$ cat src/rtl/fbpa_ram.sv
// generic single write port ram with registered read
`timescale 1ns / 1ps
`default_nettype none
module fbpa_ram #(
   parameter int WIDTH = 8,
   parameter int DEPTH = 16
) (
   input  wire logic                     clock,
   input  wire logic                     we,
   input  wire logic [$clog2(DEPTH)-1:0] waddr,
   input  wire logic [WIDTH-1:0]         wdata,
   input  wire logic [$clog2(DEPTH)-1:0] raddr,
   output logic      [WIDTH-1:0]         rdata
);
   logic [WIDTH-1:0] mem [DEPTH];

   always_ff @(posedge clock) begin
      if (we) begin
         mem[waddr] <= wdata;
      end
      rdata <= mem[raddr];
   end
endmodule
`default_nettype wire

$ cat config.mk
export PLATFORM = sky130hd
export DESIGN_NAME = fbpa_ram
export DESIGN_NICKNAME = d
export VERILOG_FILES = /design/src/rtl/fbpa_ram.sv
export SDC_FILE = /design/constraint.sdc
export NUM_CORES = 1
export LEC_CHECK = 0
export ABC_CLOCK_PERIOD_IN_PS = 1600
export BUFFER_PORTS_ARGS = -buffer_cell sky130_fd_sc_hd__buf_2
export CAP_MARGIN = 5
export CORE_ASPECT_RATIO = 2
export CORE_MARGIN = 3
export CORE_UTILIZATION = 54
export CTS_CLUSTER_DIAMETER = 150
export DETAILED_ROUTE_END_ITERATION = 10
export GPL_TIMING_DRIVEN = 0
export PLACE_DENSITY = 0.74
export SLEW_MARGIN = 20
export SYNTH_ARGS = -nofsm -noshare
export SYNTH_HDL_FRONTEND = slang
export SYNTH_SLANG_ARGS = --single-unit
$ cat constraint.sdc
create_clock -name clock -period 1.6 [get_ports clock]
set_input_delay 0.08 -clock clock [delete_from_list [all_inputs] [get_ports clock]]
set_output_delay 0.08 -clock clock [all_outputs]
set_load 0.005 [all_outputs]
# ---- After elaboration in Yosys (flattened, before gate mapping)
# Memories as Yosys holds them, arrays and structs flattened. A register that Yosys moved wholly into a read port is not among the register bits.
# Cells that the tools add are included.
dict set report classes {
  n_mux 2
}
# cell n
set op_table {}
lappend op_table {{two-way mux 1 bit} 2}
dict set report totals {
  register_bits 0
  ram_bits 128
  inputBits 18
  output_inout_bits 8
  mem_count 1
}
# memory depth width rd rd_clocked_by_memory_dff wr line_no
set memory_table {}
lappend memory_table {mem 16 8 1 1 1 15} ;# logic [WIDTH-1:0] mem [DEPTH];

# ---- Longest topological paths before layout
dict set report depth {
  depth_word 2
  ltp_mapped 5
  depth_no_buf 3
}

# ---- Worst setup path after synthesis
# OpenSTA, ideal clock, no wires.
dict set report synth_timing {
  kind {input to register}
  startpoint {in waddr[2]}
  endpoint {mem mem[0][0], enable pin}
  setup_ps 383
  t_arrival_ps 1190
  required_ps 1217
  slack_ps 27
  path_stages 2
  path_buffers 0
  path_cell_list {or3b_2 > nor3_1}
}
# element line_no
set synth_lines {}
lappend synth_lines {{from (decl)} 10} ;# input wire logic [$clog2(DEPTH)-1:0] waddr,
lappend synth_lines {{to (decl)} 15}
# No word-level cell before the write port.

==> metrics <==
status=completed; maxcap violations=0; Ports=26; Worst Path Max Fanout=1; cell area after layout=~0.006 mm²; first-pass GRT wire length=15.18 mm; post-route ant nets=0; Starting Density=56.35%; PnR worst setup slack=0.1242 ns; Setup violations, final=0; CTS Hold Bufs=0; largest net degree at the start of global routing=17; met2 WL=5.417 mm; Final Max Slew Viols=0; register bit total from synthesis=136; Clock transition at path regs=0.06 ns; die width=between 70 and 80 µm; CTS sink cnt=136; total grt overflow=0; static leakage=2.050 nW; min cycle time layout=1.476 ns; Syn. warnings=0; Worst EP required=approximately 1.9 ns; initial antenna violation count=0; total core area=about 0.0091 mm²; drt first pass iters=5; CP arrival=1.76 ns; Root Buffer=clkbuf_16; fillers=577; Area growth, synth to finish=17.53%; # DRC=0; postcts setup bufs=0; post_cts resized=0; Peak VDD IR=about 1.1 mV; Slew @ Worst Pin=0.8232 ns; num rows=49; crit end category=flip-flop; syn nets=247; HPWL after DPL=approximately 6.5 mm; nets=290; via count=2,431; initial detailed-routing violation count=258; metal3 WL=638 µm; final WL=9.914 mm; fmax=0.6776 GHz; drt wl/cell=25.62 µm; Skew-Pair Late Insertion Delay=0.41 ns; max_slew headroom=44.92%; clk buf depth=2; fin crit share=between 90% and 100%; register area share after synthesis=77.78%; syn avg cell area=roughly 22 µm²; Power Density=1411 mW/mm²; GRT Resource Usage Total=20.98%; RSZ-0062 raised after global routing=false; CTS tree=done; Placement Setup Slack=-0.1571 ns; GPL Wtd Cong=0.8777; critical path class=flip-flop to flip-flop; setup TNS=0 ns; highest routed layer=met4; H-tree depth=4; Worst setup SP type=flip-flop; met1 wire length=3.403 mm; CTS Buf Count=17; Ant. Diodes=0; post-synthesis instance area=0.005147 mm²; post-DR vias/cell=6.282; die height=144.1 µm; Cells after Synth=229; Fin. Hold Viols=0; Clock Skew=0.009273 ns; die area=0.01081 mm²; Port Buffers=24; share of cells above drive strength 1=between 20% and 30%; vias in the first global route=roughly 2,500; Placement Cell Area=0.005415 mm²; path type of the worst min-delay path=input pin to flip-flop; post-synth cell types=19
worst max-delay path: stages, from the launching register on:
cell,delay [ns]
edfxtp_1,0.35
mux4_1,0.58
a22oi_1,0.31
nand2_1,0.11
flip-flops by register name, indices dropped and copies added (netlist names):
register  count
mem         128
rdata         8
cell usage in the layout (no fill, tap or decap):
cell type        instances
a22oi_1                 16
clkdlybuf4s25_2          3
clkinv_2                 2
inv_6                    1
clkinv_1                 2
and2b_1                  1
nor3_2                   4
nand2_1                  9
mux4_1                  14
nor2b_1                  1
nand3b_1                 2
buf_4                    1
clkbuf_1                 2
or3b_2                   1
buf_2                   27
clkbuf_16               17
clkinv_4                 2
nand2b_1                 2
bufinv_16                5
nand3_1                  1
and2_1                   1
edfxtp_1               128
nor2_1                  13
clkinvlp_4               1
dfxtp_1                  8
mux4_2                  18
buf_6                    3
synthesized netlist by cell type:
| master | number | area share, % |
|---|---|---|
| dfxtp_1 | 8 | 3.1 |
| nor2_1 | 13 | 0.95 |
| buf_2 | 3 | 0.29 |
| mux4_2 | 18 | 7.9 |
| or3b_2 | 1 | 0.17 |
| nand3b_1 | 2 | 0.29 |
| and2b_1 | 1 | 0.15 |
| clkdlybuf4s25_2 | 3 | 0.58 |
| nand3_1 | 1 | 0.097 |
| nor2b_1 | 1 | 0.12 |
| nor3_1 | 4 | 0.39 |
| and2_1 | 1 | 0.12 |
| nand2b_1 | 2 | 0.24 |
| buf_4 | 1 | 0.15 |
| mux4_1 | 14 | 7.1 |
| edfxtp_1 | 128 | 75 |
| buf_6 | 3 | 0.66 |
| nand2_1 | 9 | 0.66 |
| a22oi_1 | 16 | 2.3 |
per-layer routing:
layer | vias up | track usage [%]
met4 | 0 | 12.48
met2 | 117 | 34.18
li1 | 1061 | -
met3 | 22 | 4.662
met1 | 1231 | 24.99
met5 | - | 0
where the power goes:
group | total (mW) | switching, mW | internal [mW]
combinational | 0.382 | 0.223 | 0.158
clock | 4.15 | 1.39 | 2.76
sequential | 4.00 | 0.0191 | 3.98
total | 8.53 | 1.63 | 6.90
stage by stage:
step	cells	hold slack (ns)	utilization [%]	power [mW]
global placement	355	0.4566	59.06	4.437
finish	387	0.07540	66.22	8.534
floorplan	229	0.1789	-	4.278
detailed placement	355	0.4599	59.28	4.464
global route	387	0.07241	66.22	8.812
CTS	387	0.06338	66.22	8.599
final timing paths:
kind	start	end	slack, ns	cells past startpoint
worst max-delay path	mem[1][3]	rdata[3]	0.12	3
worst min-delay path	wdata[5]	mem[2][5]	0.08	1
worst max register to register	mem[1][3]	rdata[3]	0.12	3
worst min register to register	mem[10][7]	rdata[7]	0.69	3
logic make-up (layout without fill, tap and decap cells):
logic type	count (synthesis)	after routing	synth area share, %
DFF	136	136	77.78
AOI/OAI and AO/OA	16	16	2.334
and+or+nand+nor	35	35	3.184
muxes	32	32	15.02
buffers and inverters	10	66	1.677
area by class of cell:
type	instances	area, µm²	share of cell area (%)
flip-flops and latches	136	4004	66.18
multi-input cells	83	1077	17.81
clock buffers	19	432.9	7.156
clock inverters	13	201.4	3.330
well taps	102	127.6	2.110
repair buffers	24	120.1	1.986
plain buffers	10	86.33	1.427
(Power assumes the default switching activity.)
