### config.mk
export PLATFORM = sky130hd
export DESIGN_NAME = fbpa_div
export DESIGN_NICKNAME = d
export VERILOG_FILES = /design/src/rtl/fbpa_pkg.sv /design/src/rtl/fbpa_div.sv
export SDC_FILE = /design/constraint.sdc
export NUM_CORES = 1
export LEC_CHECK = 0
export BUFFER_PORTS_ARGS = -buffer_cell sky130_fd_sc_hd__buf_2
export CAP_MARGIN = 30
export CORE_ASPECT_RATIO = 1.4
export CORE_MARGIN = 4
export CORE_UTILIZATION = 59
export CTS_CLUSTER_SIZE = 12
export DETAILED_ROUTE_END_ITERATION = 7
export GPL_TIMING_DRIVEN = 0
export PLACE_DENSITY = 0.81
export REMOVE_ABC_BUFFERS = 1
export SYNTH_ARGS = -nofsm -noshare
export SYNTH_HDL_FRONTEND = slang
export SYNTH_SLANG_ARGS = --single-unit
### constraint.sdc
create_clock -name clock -period 6.22 [get_ports clock]
set_input_delay 0.311 -clock clock [delete_from_list [all_inputs] [get_ports clock]]
set_output_delay 0.311 -clock clock [all_outputs]
set_load 0.05 [all_outputs]
### src/rtl/fbpa_pkg.sv
// shared types and constants for the fixed block pool allocator
`timescale 1ns / 1ps
`default_nettype none
package fbpa_pkg;
   localparam int MaxBlocks = 1024;
   localparam int IdxBits = $clog2(MaxBlocks);
   localparam int CntBits = IdxBits + 1;
   localparam int AddrBits = 32;
   localparam int StrideBits = 17;
   localparam int OffBits = StrideBits + IdxBits;

   localparam logic [2:0] ST_OK      = 3'd0;
   localparam logic [2:0] ST_EMPTY   = 3'd1;
   localparam logic [2:0] ST_FOREIGN = 3'd2;
   localparam logic [2:0] ST_DOUBLE  = 3'd3;
   localparam logic [2:0] ST_NULL    = 3'd4;

   localparam logic [1:0] REG_BASE   = 2'd0;
   localparam logic [1:0] REG_STRIDE = 2'd1;
   localparam logic [1:0] REG_COUNT  = 2'd2;

   typedef struct packed {
      logic                kind;
      logic [AddrBits-1:0] block_address;
   } req_type;

   typedef struct packed {
      logic [2:0]          status;
      logic [AddrBits-1:0] granted_address;
      logic [IdxBits-1:0]  granted_index;
      logic [CntBits-1:0]  free_total;
   } rsp_type;

   typedef struct packed {
      logic               done;
      logic               rem_zero;
      logic [IdxBits-1:0] quotient;
   } div_res_type;
endpackage
`default_nettype wire

### src/rtl/fbpa_div.sv
// restoring divider, one quotient bit per cycle
`timescale 1ns / 1ps
`default_nettype none
module fbpa_div (
   input  wire logic                             clock,
   input  wire logic                             reset,
   input  wire logic                             start,
   input  wire logic [fbpa_pkg::OffBits-1:0]     dividend,
   input  wire logic [fbpa_pkg::StrideBits-1:0]  divisor,
   output fbpa_pkg::div_res_type                 res
);
   localparam int IB = fbpa_pkg::IdxBits;
   localparam int OB = fbpa_pkg::OffBits;
   localparam int SB = fbpa_pkg::StrideBits;

   logic [OB-1:0] rem_ff, rem_in;
   logic [IB-1:0] q_ff, q_in;
   logic [SB-1:0] dvs_ff, dvs_in;
   logic [$clog2(IB)-1:0] cnt_ff, cnt_in;
   logic run_ff, run_in, done_ff, done_in;
   logic [OB-1:0] trial;

   always_comb begin
      trial = {{(OB-SB){1'b0}}, dvs_ff} << cnt_ff;
      rem_in = rem_ff;
      q_in = q_ff;
      dvs_in = dvs_ff;
      cnt_in = cnt_ff;
      run_in = run_ff;
      done_in = 1'b0;
      if (start) begin
         rem_in = dividend;
         q_in = '0;
         dvs_in = divisor;
         cnt_in = ($clog2(IB))'(IB - 1);
         run_in = 1'b1;
      end else if (run_ff) begin
         if (rem_ff >= trial) begin
            rem_in = rem_ff - trial;
            q_in[cnt_ff] = 1'b1;
         end
         if (cnt_ff == '0) begin
            run_in = 1'b0;
            done_in = 1'b1;
         end else begin
            cnt_in = cnt_ff - 1'b1;
         end
      end
   end

   always_ff @(posedge clock) begin
      if (reset) begin
         run_ff <= 1'b0;
         done_ff <= 1'b0;
      end else begin
         run_ff <= run_in;
         done_ff <= done_in;
      end
      rem_ff <= rem_in;
      q_ff <= q_in;
      dvs_ff <= dvs_in;
      cnt_ff <= cnt_in;
   end

   assign res.done = done_ff;
   assign res.rem_zero = (rem_ff == '0);
   assign res.quotient = q_ff;
endmodule
`default_nettype wire

# Word level (Yosys, flattened, before mapping)
# Cells that the tools add are included.
[op_classes]
addsub = 2
magnitude_cmp = 3
shifts = 1
muxes = 9
bitwise = 3
reduce_logical = 9
[ops]
columns = ["operator", "count"]
rows = [
  ["27-bit two-way mux", 3],
  ["27-bit greater-or-equal comparator", 1],
  ["27-bit logical NOT", 1],
  ["17-bit by 4-bit left shift with 27-bit output", 1],
  ["27-bit subtractor", 1],
  ["10-bit OR", 1],
  ["2-bit AND reduction", 3],
  ["4-bit by 5-bit less-than comparator with 1-bit output (second input constant)", 1],
  ["1-bit two-way mux", 5],
  ["1-bit demux with 4-bit select", 1],
  ["4-bit by 1-bit greater-or-equal comparator with 1-bit output (second input constant)", 1],
  ["4-bit logical NOT", 1],
  ["2-bit nonzero test", 2],
  ["4-bit by 1-bit subtractor with 4-bit output (second input constant)", 1],
  ["3-bit OR reduction", 1],
  ["1-bit NOT", 2],
  ["1-bit logical AND", 1],
]
[totals]
ff_bits = 60
inputBits = 47
out_inout_bits = 12
wordCells = 33

# Longest topological paths before layout
# Gate-level depths: netlist of the first run.
[depth]
depth_word = 5
mapped_depth = 17
mapped_depth_nobuf = 13

# Worst setup path before layout of the first run
# OpenSTA, ideal clock, no wires.
[synth_path]
path_kind = "register to register"
from = "register cnt_ff[0]"
to = "register rem_ff[0] (enable)"
setup_time_ns = 0.449
arrival_ns = 5.034
required_time_ns = 5.771
setup_slack_ns = 0.737
path_stages_with_launch = 16
n_path_buf = 4
period_less_slack_ns = 5.483
path_cell_list = "dfxtp_1 -> clkbuf_1 -> buf_2 -> mux4_2 -> mux2i_1 -> nand2_1 -> o21ai_0 -> ha_1 -> buf_4 -> nand4_1 -> or3_4 -> nor4_2 -> o21ai_1 -> and3_4 -> buf_6 -> o21ai_0"
[synth_between]
elab_chain_cells = 4
[synth_rtl]
columns = ["element", "line_no", "source"]
rows = [
  ["from (decl)", "fbpa_div.sv:19", "logic [$clog2(IB)-1:0] cnt_ff, cnt_in;"],
  ["from (signal assigned)", "fbpa_div.sv:62", "cnt_ff <= cnt_in;"],
  ["17-bit by 4-bit left shift with 27-bit output", "fbpa_div.sv:24", "trial = {{(OB-SB){1'b0}}, dvs_ff} << cnt_ff;"],
  ["27-bit greater-or-equal comparator", "fbpa_div.sv:38", "if (rem_ff >= trial) begin"],
  ["2-bit nonzero test (no line)", "n/a", ""],
  ["2-bit AND reduction (no line)", "n/a", ""],
  ["to (signal assigned)", "fbpa_div.sv:59", "rem_ff <= rem_in;"],
  ["to (decl)", "fbpa_div.sv:16", "logic [OB-1:0] rem_ff, rem_in;"],
]
# No other way between the ends.
# A chain may end at the register's enable or synchronous reset.

# Worst setup path in the final report of the first run
[layout_path]
from = "register cnt_ff[2]"
to = "register rem_ff[21] (enable)"
# The elaborated chain is that of the path after synthesis.

==> summary.md, run 1 <==
| Metric | Value |
|---|---|
| Yosys warns | `0` |
| Root buf cell | `clkbuf_8` |
| Clock slew at reported path FFs | `approximately 0.08 ns` |
| Synth Area per Inst | `between 8 and 9 sq um` |
| Sequential share of the synthesized area | `between 30% and 40%` |
| Worst EP arrival | `4.35 ns` |
| Die Span X | `between 80 and 90 microns` |
| RD Place Congestion | `just over 0.9` |
| Pwr Density | `421 mW/mm^2` |
| Wire length per cell | `18.8 microns` |
| CTS resizes | `0` |
| Hold Fails Final Rpt | `0` |
| DRT Wirelength | `approximately 13000 microns` |
| Clock Skew | `about 0.011 ns` |
| Final WS setup | `between 1.5 and 2 ns` |
| Cells after Synth | `543` |
| CTS Hold Bufs | `0` |
| Pre-Repair DR Iteration Count | `5` |
| Die H | `115 microns` |
| Synth unique cells | `69` |
| Clock Latency Late Sink | `0.36 ns` |
| Number of remaining DRC errors | `0` |
| Util after Layout | `about 70%` |
| Vias | `4443` |
| IO Count | `approximately 60` |
| CP Launch Type | `flop` |
| Ys flop type | `edfxtp_1` |
| TritonCTS buffer count | `9` |
| Crit. End Element | `flop` |
| Highest Clock Rate | `approximately 230 MHz` |
| Async SR Flop Fraction | `0%` |
| Htree depth | `3` |
| Die area | `approximately 0.0097 sq mm` |
| Slew Viols, Final | `0` |
| Ratio of cells with drive above 1 in the final layout | `around a fifth` |
| Period minus WS final | `between 4 and 5 ns` |
| Pre-CTS WS | `between 1 and 1.5 ns` |
| DR vias/cell | `6.47` |
| Worst Setup Path Type | `flop to flop` |
| Peak fanout along the critical path | `27` |
| Largest net degree at the start of global routing | `between 40 and 50` |
| Required time worst endpoint | `6.27 ns` |
| Status | `finished clean` |
| Vias in the first global route | `4176` |
| Clock Sink Count | `60` |
| Antenna Cells | `0` |
| Std cell rows | `38` |
| Sum of negative setup slack | `0 ns` |
| Number of setup buffers added after CTS | `0` |
| CTS tree | `built` |
| Placeable Area | `0.00785 sq mm` |
| Fill cells | `~650` |
| Buffers on Ports | `58` |
| # setup viols final | `0` |
| Iteration-0 DRC Markers | `about 340` |
| Final Cycle Share | `between 60% and 70%` |
| EDFF count, synth | `44` |
| Congestion Overflow GR | `0` |
| Peak supply drop | `between 0.2 and 0.25 mV` |
| Synth-to-Final Area Change | `12.2%` |
| Initial Util | `61.3%` |
| Worst hold path class | `primary input to flop` |
| Gr usage total | `between 20 and 30%` |
| Clock Path Buffers | `2` |
| Initial antenna violation count | `0` |
| R2r setup slk | `1.92 ns` |
| Max Cap Violations | `0` |
| First-pass GRT wire length | `about 20000 microns` |
| Routed Antenna Nets | `0` |
| Lkg Pwr | `2.13 nW` |
| Nets@finish | `661` |
| FF+latch count, synth | `60` |
| Post-DP HPWL | `9790 microns` |
| Slew HR | `between 30% and 40%` |
| Slew @ Worst Pin | `roughly 1 ns` |
| RSZ-0062 raised after global routing | `false` |
| Synth Cell Area | `about 0.0048 sq mm` |
-- layer usage --
metal | track usage (%) | wire, microns | share of wire [%] | vias up
met5 | 0 | 0 | 0 | -
met4 | 10.1 | 325 | 2.5 | 0
met1 | 31.9 | 5070 | 39 | 2098
met3 | 4.66 | 902 | 7.0 | 29
li1 | - | - | - | 2128
met2 | 49.3 | 6640 | 51 | 188
-- final timing paths --
check	from	to	depth (start not counted)
setup reg to reg	cnt_ff[2]	rem_ff[21]	11
setup / recovery	cnt_ff[2]	rem_ff[21]	11
hold / removal	divisor[0]	dvs_ff[0]	1
hold reg to reg	q_ff[2]	q_ff[2]	2
-- where the power goes --
group          total (mW)  switching, mW  internal, mW
Combinational        1.25          0.765         0.490
Clock               0.398          0.177         0.220
Sequential          0.622         0.0719         0.550
-- logic make-up after synthesis --
group,share of synthesized area [%]
DFF,34.1
adders and majority gates,8.48
xor gates and xnor gates,2.55
muxes,8.89
buffers and inverters,5.07
and+or+nand+nor,18.4
AOI/OAI and AO/OA,22.5
-- sequential cells by signal (all words and copies together), names as in the netlist --
register and flops:
run_ff 1, dvs_ff 17, cnt_ff 4, done_ff 1, rem_ff 27, q_ff 10
-- through the flow --
step	cells	hold WS [ns]	power, mW	area, sq um
final	687	0.128	2.27	5400
after global routing	687	0.113	2.43	5400
after CTS	684	0.110	2.24	5320
after detailed placement	668	0.442	1.84	5090
after global placement	667	0.438	1.82	5060
after floorplan	509	0.383	1.53	4650
-- layout make-up --
class                      instances  area, sq um  share of cell area (%)
timing repair buffer              62          385                    7.14
clock inverter                     4         32.5                   0.603
sequential                        60         1640                    30.4
clock buffer                      12          199                    3.68
inverter                          21         78.8                    1.46
tap                              100          125                    2.32
multi-input combinational        428         2940                    54.4
-- placed cells by master (no fill, tap or decap), drive strengths merged, types with 6 or more instances in the layout --
cell	netlist	final
nand2	80	80
or2	7	7
nor2	38	38
nor3	12	12
o21a	9	9
ha	31	31
and3	8	8
mux2	8	8
a21o	9	9
o21ai	42	42
nor4	7	7
clkbuf	18	12
inv	21	23
mux2i	18	18
a211oi	6	6
xnor2	10	10
o32ai	11	11
buf	16	62
nand4	6	6
a21oi	36	36
edfxtp	44	44
dfxtp	16	16
nand3	16	16
mux4	7	7
-- worst max-delay path, cell delays in order (launching register included) --
cell	delay (ns)
dfxtp_1	0.79
inv_1	0.46
o21ai_0	0.38
o21ai_0	0.20
ha_1	0.58
nand4_1	0.20
or3_4	0.41
nor4_2	0.26
o21ai_1	0.09
and3_4	0.24
o21ai_4	0.15
buf_12	0.21
-- synth_stat cells (7+ instances only) --
master    number  area (sq um)
mux4_2         7           158
or2_2          7          43.8
o32ai_1       11          96.3
inv_1         20          75.1
ha_1          31           388
xnor2_1       10          87.6
nor2_1        38           143
o21ai_0       40           200
o21a_1         9          67.6
mux2_2         8          90.1
mux2i_1       18           180
clkbuf_1      17          63.8
edfxtp_1      44          1320
dfxtp_1       16           320
nor3_1        12          60.1
nand2_1       79           297
a21o_1         9          67.6
a21oi_1       34           170
nand3_1       16          80.1
buf_2          8          40.0
Note: power is estimated with default switching activity, not from simulation.
==> inputs of run 2 (changes only) <==
--- a/config.mk
+++ b/config.mk
@@ -5,15 +5,16 @@
 export SDC_FILE = /design/constraint.sdc
 export NUM_CORES = 1
 export LEC_CHECK = 0
+export ABC_AREA = 1
 export BUFFER_PORTS_ARGS = -buffer_cell sky130_fd_sc_hd__buf_2
 export CAP_MARGIN = 30
 export CORE_ASPECT_RATIO = 1.4
 export CORE_MARGIN = 4
-export CORE_UTILIZATION = 59
+export CORE_UTILIZATION = 60
 export CTS_CLUSTER_SIZE = 12
 export DETAILED_ROUTE_END_ITERATION = 7
 export GPL_TIMING_DRIVEN = 0
-export PLACE_DENSITY = 0.81
+export PLACE_DENSITY = 0.82
 export REMOVE_ABC_BUFFERS = 1
 export SYNTH_ARGS = -nofsm -noshare
 export SYNTH_HDL_FRONTEND = slang
==> constraint.sdc (replaced) <==
create_clock -name clock -period 4.1 [get_ports clock]
set_input_delay 0.205 -clock clock [delete_from_list [all_inputs] [get_ports clock]]
set_output_delay 0.205 -clock clock [all_outputs]
set_load 0.05 [all_outputs]
==> run 2 against run 1 <==
Against the previous run: global-route usage up 2.8 points; final cell count up 28%; combinational power rose by 34%; total power rose by 46%; routed wire length grew 14%; setup slack got worse by 1.8 ns; non-clock buffer count grew 2.
==> summary.md, run 2 <==
| Metric | Value |
|---|---|
| Worst Setup SP | `cnt_ff[2]` |
| CTS tree | `built` |
| Lkg Pwr | `2.64 nW (+24%)` |
| Required time worst endpoint | `4.19 ns (-2.08 ns)` |
| Fill cells | `657 (+1.2%)` |
| Crit-path most repeated cell | `nand2_1` |
| Iteration-0 DRC Markers | `346 (+1.5%)` |
| Slowest cell on the critical path | `dfxtp_2` |
| RSZ-0062 raised after global routing | `false` |
| Clock Sink Count | `60 (unchanged)` |
| Synth-to-Final Area Change | `14.2%` |
| Biggest register | `rem_ff` |
| Ranking of synthesized cells by area | `edfxtp_1 26%, nand2_1 17%, ha_1 7.7%, o21ai_0 6.5%, dfxtp_1 6.4%` |
| Max Cap Violations | `0 (unchanged)` |
| Vias | `5116 (+15%)` |
| First-pass GRT wire length | `23200 microns (+13%)` |
| Congestion Overflow GR | `0 (unchanged)` |
| Yosys warns | `0 (unchanged)` |
| Dpl cell area | `0.00537 sq mm (+5.4%)` |
| Number of remaining DRC errors | `0 (unchanged)` |
| Sum of negative setup slack | `0 ns (unchanged)` |
| Async SR Flop Fraction | `0% (unchanged)` |
| DRT Wirelength | `14700 microns (+14%)` |
| Multi-input logic area | `0.00299 sq mm (+1.7%)` |
| Hold Fails Final Rpt | `0 (unchanged)` |
| Final Cell Area | `0.00575 sq mm (+6.4%)` |
| Worst hold path class | `primary input to flop` |
| Synth Area per Inst | `7.00 sq um (-21%)` |
| Final Cycle Share | `97.0% (+28 points)` |
| Placeable Area | `0.00815 sq mm (+3.9%)` |
| Antenna Cells | `0 (unchanged)` |
| Cells after Synth | `719 (+32%)` |
| Die H | `116 microns (+1.3%)` |
| TritonCTS buffer count | `9 (unchanged)` |
| FF+latch count, synth | `60 (unchanged)` |
| Synth unique cells | `42 (-39%)` |
| Slew Viols, Final | `0 (unchanged)` |
| Clock Path Buffers | `2 (unchanged)` |
| Wire length per cell | `16.7 microns (-11%)` |
| Commonest non-fill, non-tap cell in the layout | `nand2_1` |
| Std cell rows | `39 (+2.6%)` |
| Htree depth | `3 (unchanged)` |
| Buf/Inv on CP | `3 (+1)` |
| Highest Clock Rate | `251 MHz (+8.1%)` |
| Pre-Repair DR Iteration Count | `5 (unchanged)` |
| Max reg flops | `27 (unchanged)` |
| Synth area leader | `edfxtp_1` |
| RR Startpoint | `cnt_ff[2]` |
| Synth Cell Area | `0.00503 sq mm (+4.6%)` |
| Largest net degree at the start of global routing | `46 (+7.0%)` |
| Post-DP HPWL | `11300 microns (+15%)` |
| CP cell instances | `inv_1 -> o21ai_0 -> a22oi_1 -> ha_1 -> nand2_1 -> inv_1 -> a21oi_1 -> nand3_2 -> nand2_1 -> nand3_4 -> nand2_1 -> nand2_4 -> buf_16` |
| Die area | `0.00994 sq mm (+2.6%)` |
| Worst EP arrival | `4.07 ns (-0.28 ns)` |
| Nets@finish | `851 (+29%)` |
| Buffers on Ports | `58 (unchanged)` |
| Die Span X | `85.4 microns (+1.3%)` |
| CP max stage delay | `0.52 ns (-0.27 ns)` |
| Root buf cell | `clkbuf_16` |
| Post-synth top cells | `222 x nand2_1, 78 x inv_1, 65 x o21ai_0` |
| Yosys top cell area share | `26.2% (-1.2 points)` |
| Clock Latency Late Sink | `0.34 ns (-0.02 ns)` |
| Status | `finished clean` |
| # setup viols final | `0 (unchanged)` |
| CTS Hold Bufs | `0 (unchanged)` |
| Routed Antenna Nets | `0 (unchanged)` |
| Period minus WS final | `3.98 ns (-0.324 ns)` |
| Slew HR | `37.8% (+3.3 points)` |
| Ys flop type | `edfxtp_1` |
| RD Place Congestion | `0.955 (+3.4%)` |
| HP Start | `divisor[0]` |
| DR vias/cell | `5.82 (-10%)` |
| Initial Util | `61.8% (+0.45 points)` |
| Gr usage total | `29.9% (+2.8 points)` |
| Leading cell types in the layout, fill and taps excluded | `221 x nand2_1, 76 x inv_1, 62 x o21ai_0` |
| Clock Skew | `0.0111 ns (+0.0000494 ns)` |
| IO Count | `59 (unchanged)` |
| Ratio of cells with drive above 1 in the final layout | `17.9% (-1.5 points)` |
| Most frequent cell after synthesis | `nand2_1` |
| Clock slew at reported path FFs | `0.05 ns (-0.03 ns)` |
| CP delay by family, top | `simple AND/OR/NAND/NOR gates` |
| FF/Latch Area | `0.00165 sq mm (+0.61%)` |
| Slew @ Worst Pin | `0.932 ns (-0.0488 ns)` |
| CP Launch Type | `flop` |
| Initial antenna violation count | `0 (unchanged)` |
| Worst Setup Path Type | `flop to flop` |
| Peak supply drop | `0.318 mV (+53%)` |
| Crit. End Element | `flop` |
| Largest registers | `rem_ff: 27 flops, dvs_ff: 17 flops, q_ff: 10 flops` |
| Pwr Density | `576 mW/mm^2 (+37%)` |
| EDFF count, synth | `44 (unchanged)` |
| Vias in the first global route | `4970 (+19%)` |
| Peak fanout along the critical path | `20 (-26%)` |
| Sequential share of the synthesized area | `32.6% (-1.5 points)` |
-- run 2: cell count changes after synthesis, moves of 9 or more --
cell,delta
nand2_1,+143
inv_1,+58
mux2i_1,-13
nand3_2,+10
nand3_1,+32
o32ai_1,-11
o21a_1,-9
nor2_1,+11
o21ai_0,+25
-- run 2: worst register-to-register path: stages (launching register included) --
cell,delay [ns]
dfxtp_2,0.52
inv_1,0.32
o21ai_0,0.50
a22oi_1,0.22
ha_1,0.40
nand2_1,0.19
inv_1,0.07
a21oi_1,0.32
nand3_2,0.21
nand2_1,0.16
nand3_4,0.21
nand2_1,0.18
nand2_4,0.17
buf_16,0.25
-- run 2: final cells by class --
type                            count  share of cell area [%]
Multi-Input combinational cell    555                    52.0
Sequential cell                    60                    28.7
Timing Repair Buffer               64                    6.40
Inverter                           79                    5.29
Clock buffer                       10                    4.35
Tap cell                          102                    2.22
Clock inverter                      6                   0.718
Timing Repair inverter              3                   0.305
-- run 2: path summary, 6_finish.rpt --
check             depth (start not counted)         to  slack (ns)
setup / recovery                         13  rem_ff[5]        0.12
setup reg to reg                         13  rem_ff[5]        0.12
hold / removal                            1  dvs_ff[0]        0.04
hold reg to reg                           2    q_ff[0]        0.45
-- run 2: stage by stage --
step	power, mW	hold WS (ns)	setup slack, ns	util (%)	cells
finish	3.31	0.0428	0.122	70.5	879
global route	3.54	0.0352	0.0114	70.5	879
CTS	3.27	0.0353	0.0833	70.1	875
detailed placement	2.50	0.384	-1.08	65.9	856
global placement	2.45	0.381	-1.18	65.3	854
floorplan	2.07	0.267	0.178	-	694
-- run 2: cells by family (layout without fill, tap and decap cells) --
kind of cell	Yosys count	count (layout)	share of synthesized area (%)
AO/OA/AOI/OAI	127	127	14.1
XOR/XNOR	8	8	1.39
adder cells (fa/ha/maj)	32	32	8.10
buffers and inverters	104	162	8.50
flip-flops	60	60	32.6
multiplexers	5	5	0.994
AND/OR/NAND/NOR	383	383	34.3
-- run 2: repair_timing --
item | 4_1_cts | 5_1_grt
cloned | 1 | 2
endpoints found under the setup margin | 41 | 27
endpoints found under the hold margin | 0 | 0
gates resized for setup | 13 | 4
pin swaps | 0 | 0
setup buffers | 2 | 2
-- run 2: power by group --
part / leakage (nW) / internal [mW] / switching (mW)
logic: 1.93 / 0.575 / 1.09
clock network: 0.149 / 0.449 / 0.304
registers: 0.569 / 0.798 / 0.0955
-- run 2: layer usage --
metal,routed length [microns],GRT usage [%]
met2,7520,55.3
met1,5760,32.9
met3,703,4.30
met4,728,15.8
met5,0,0
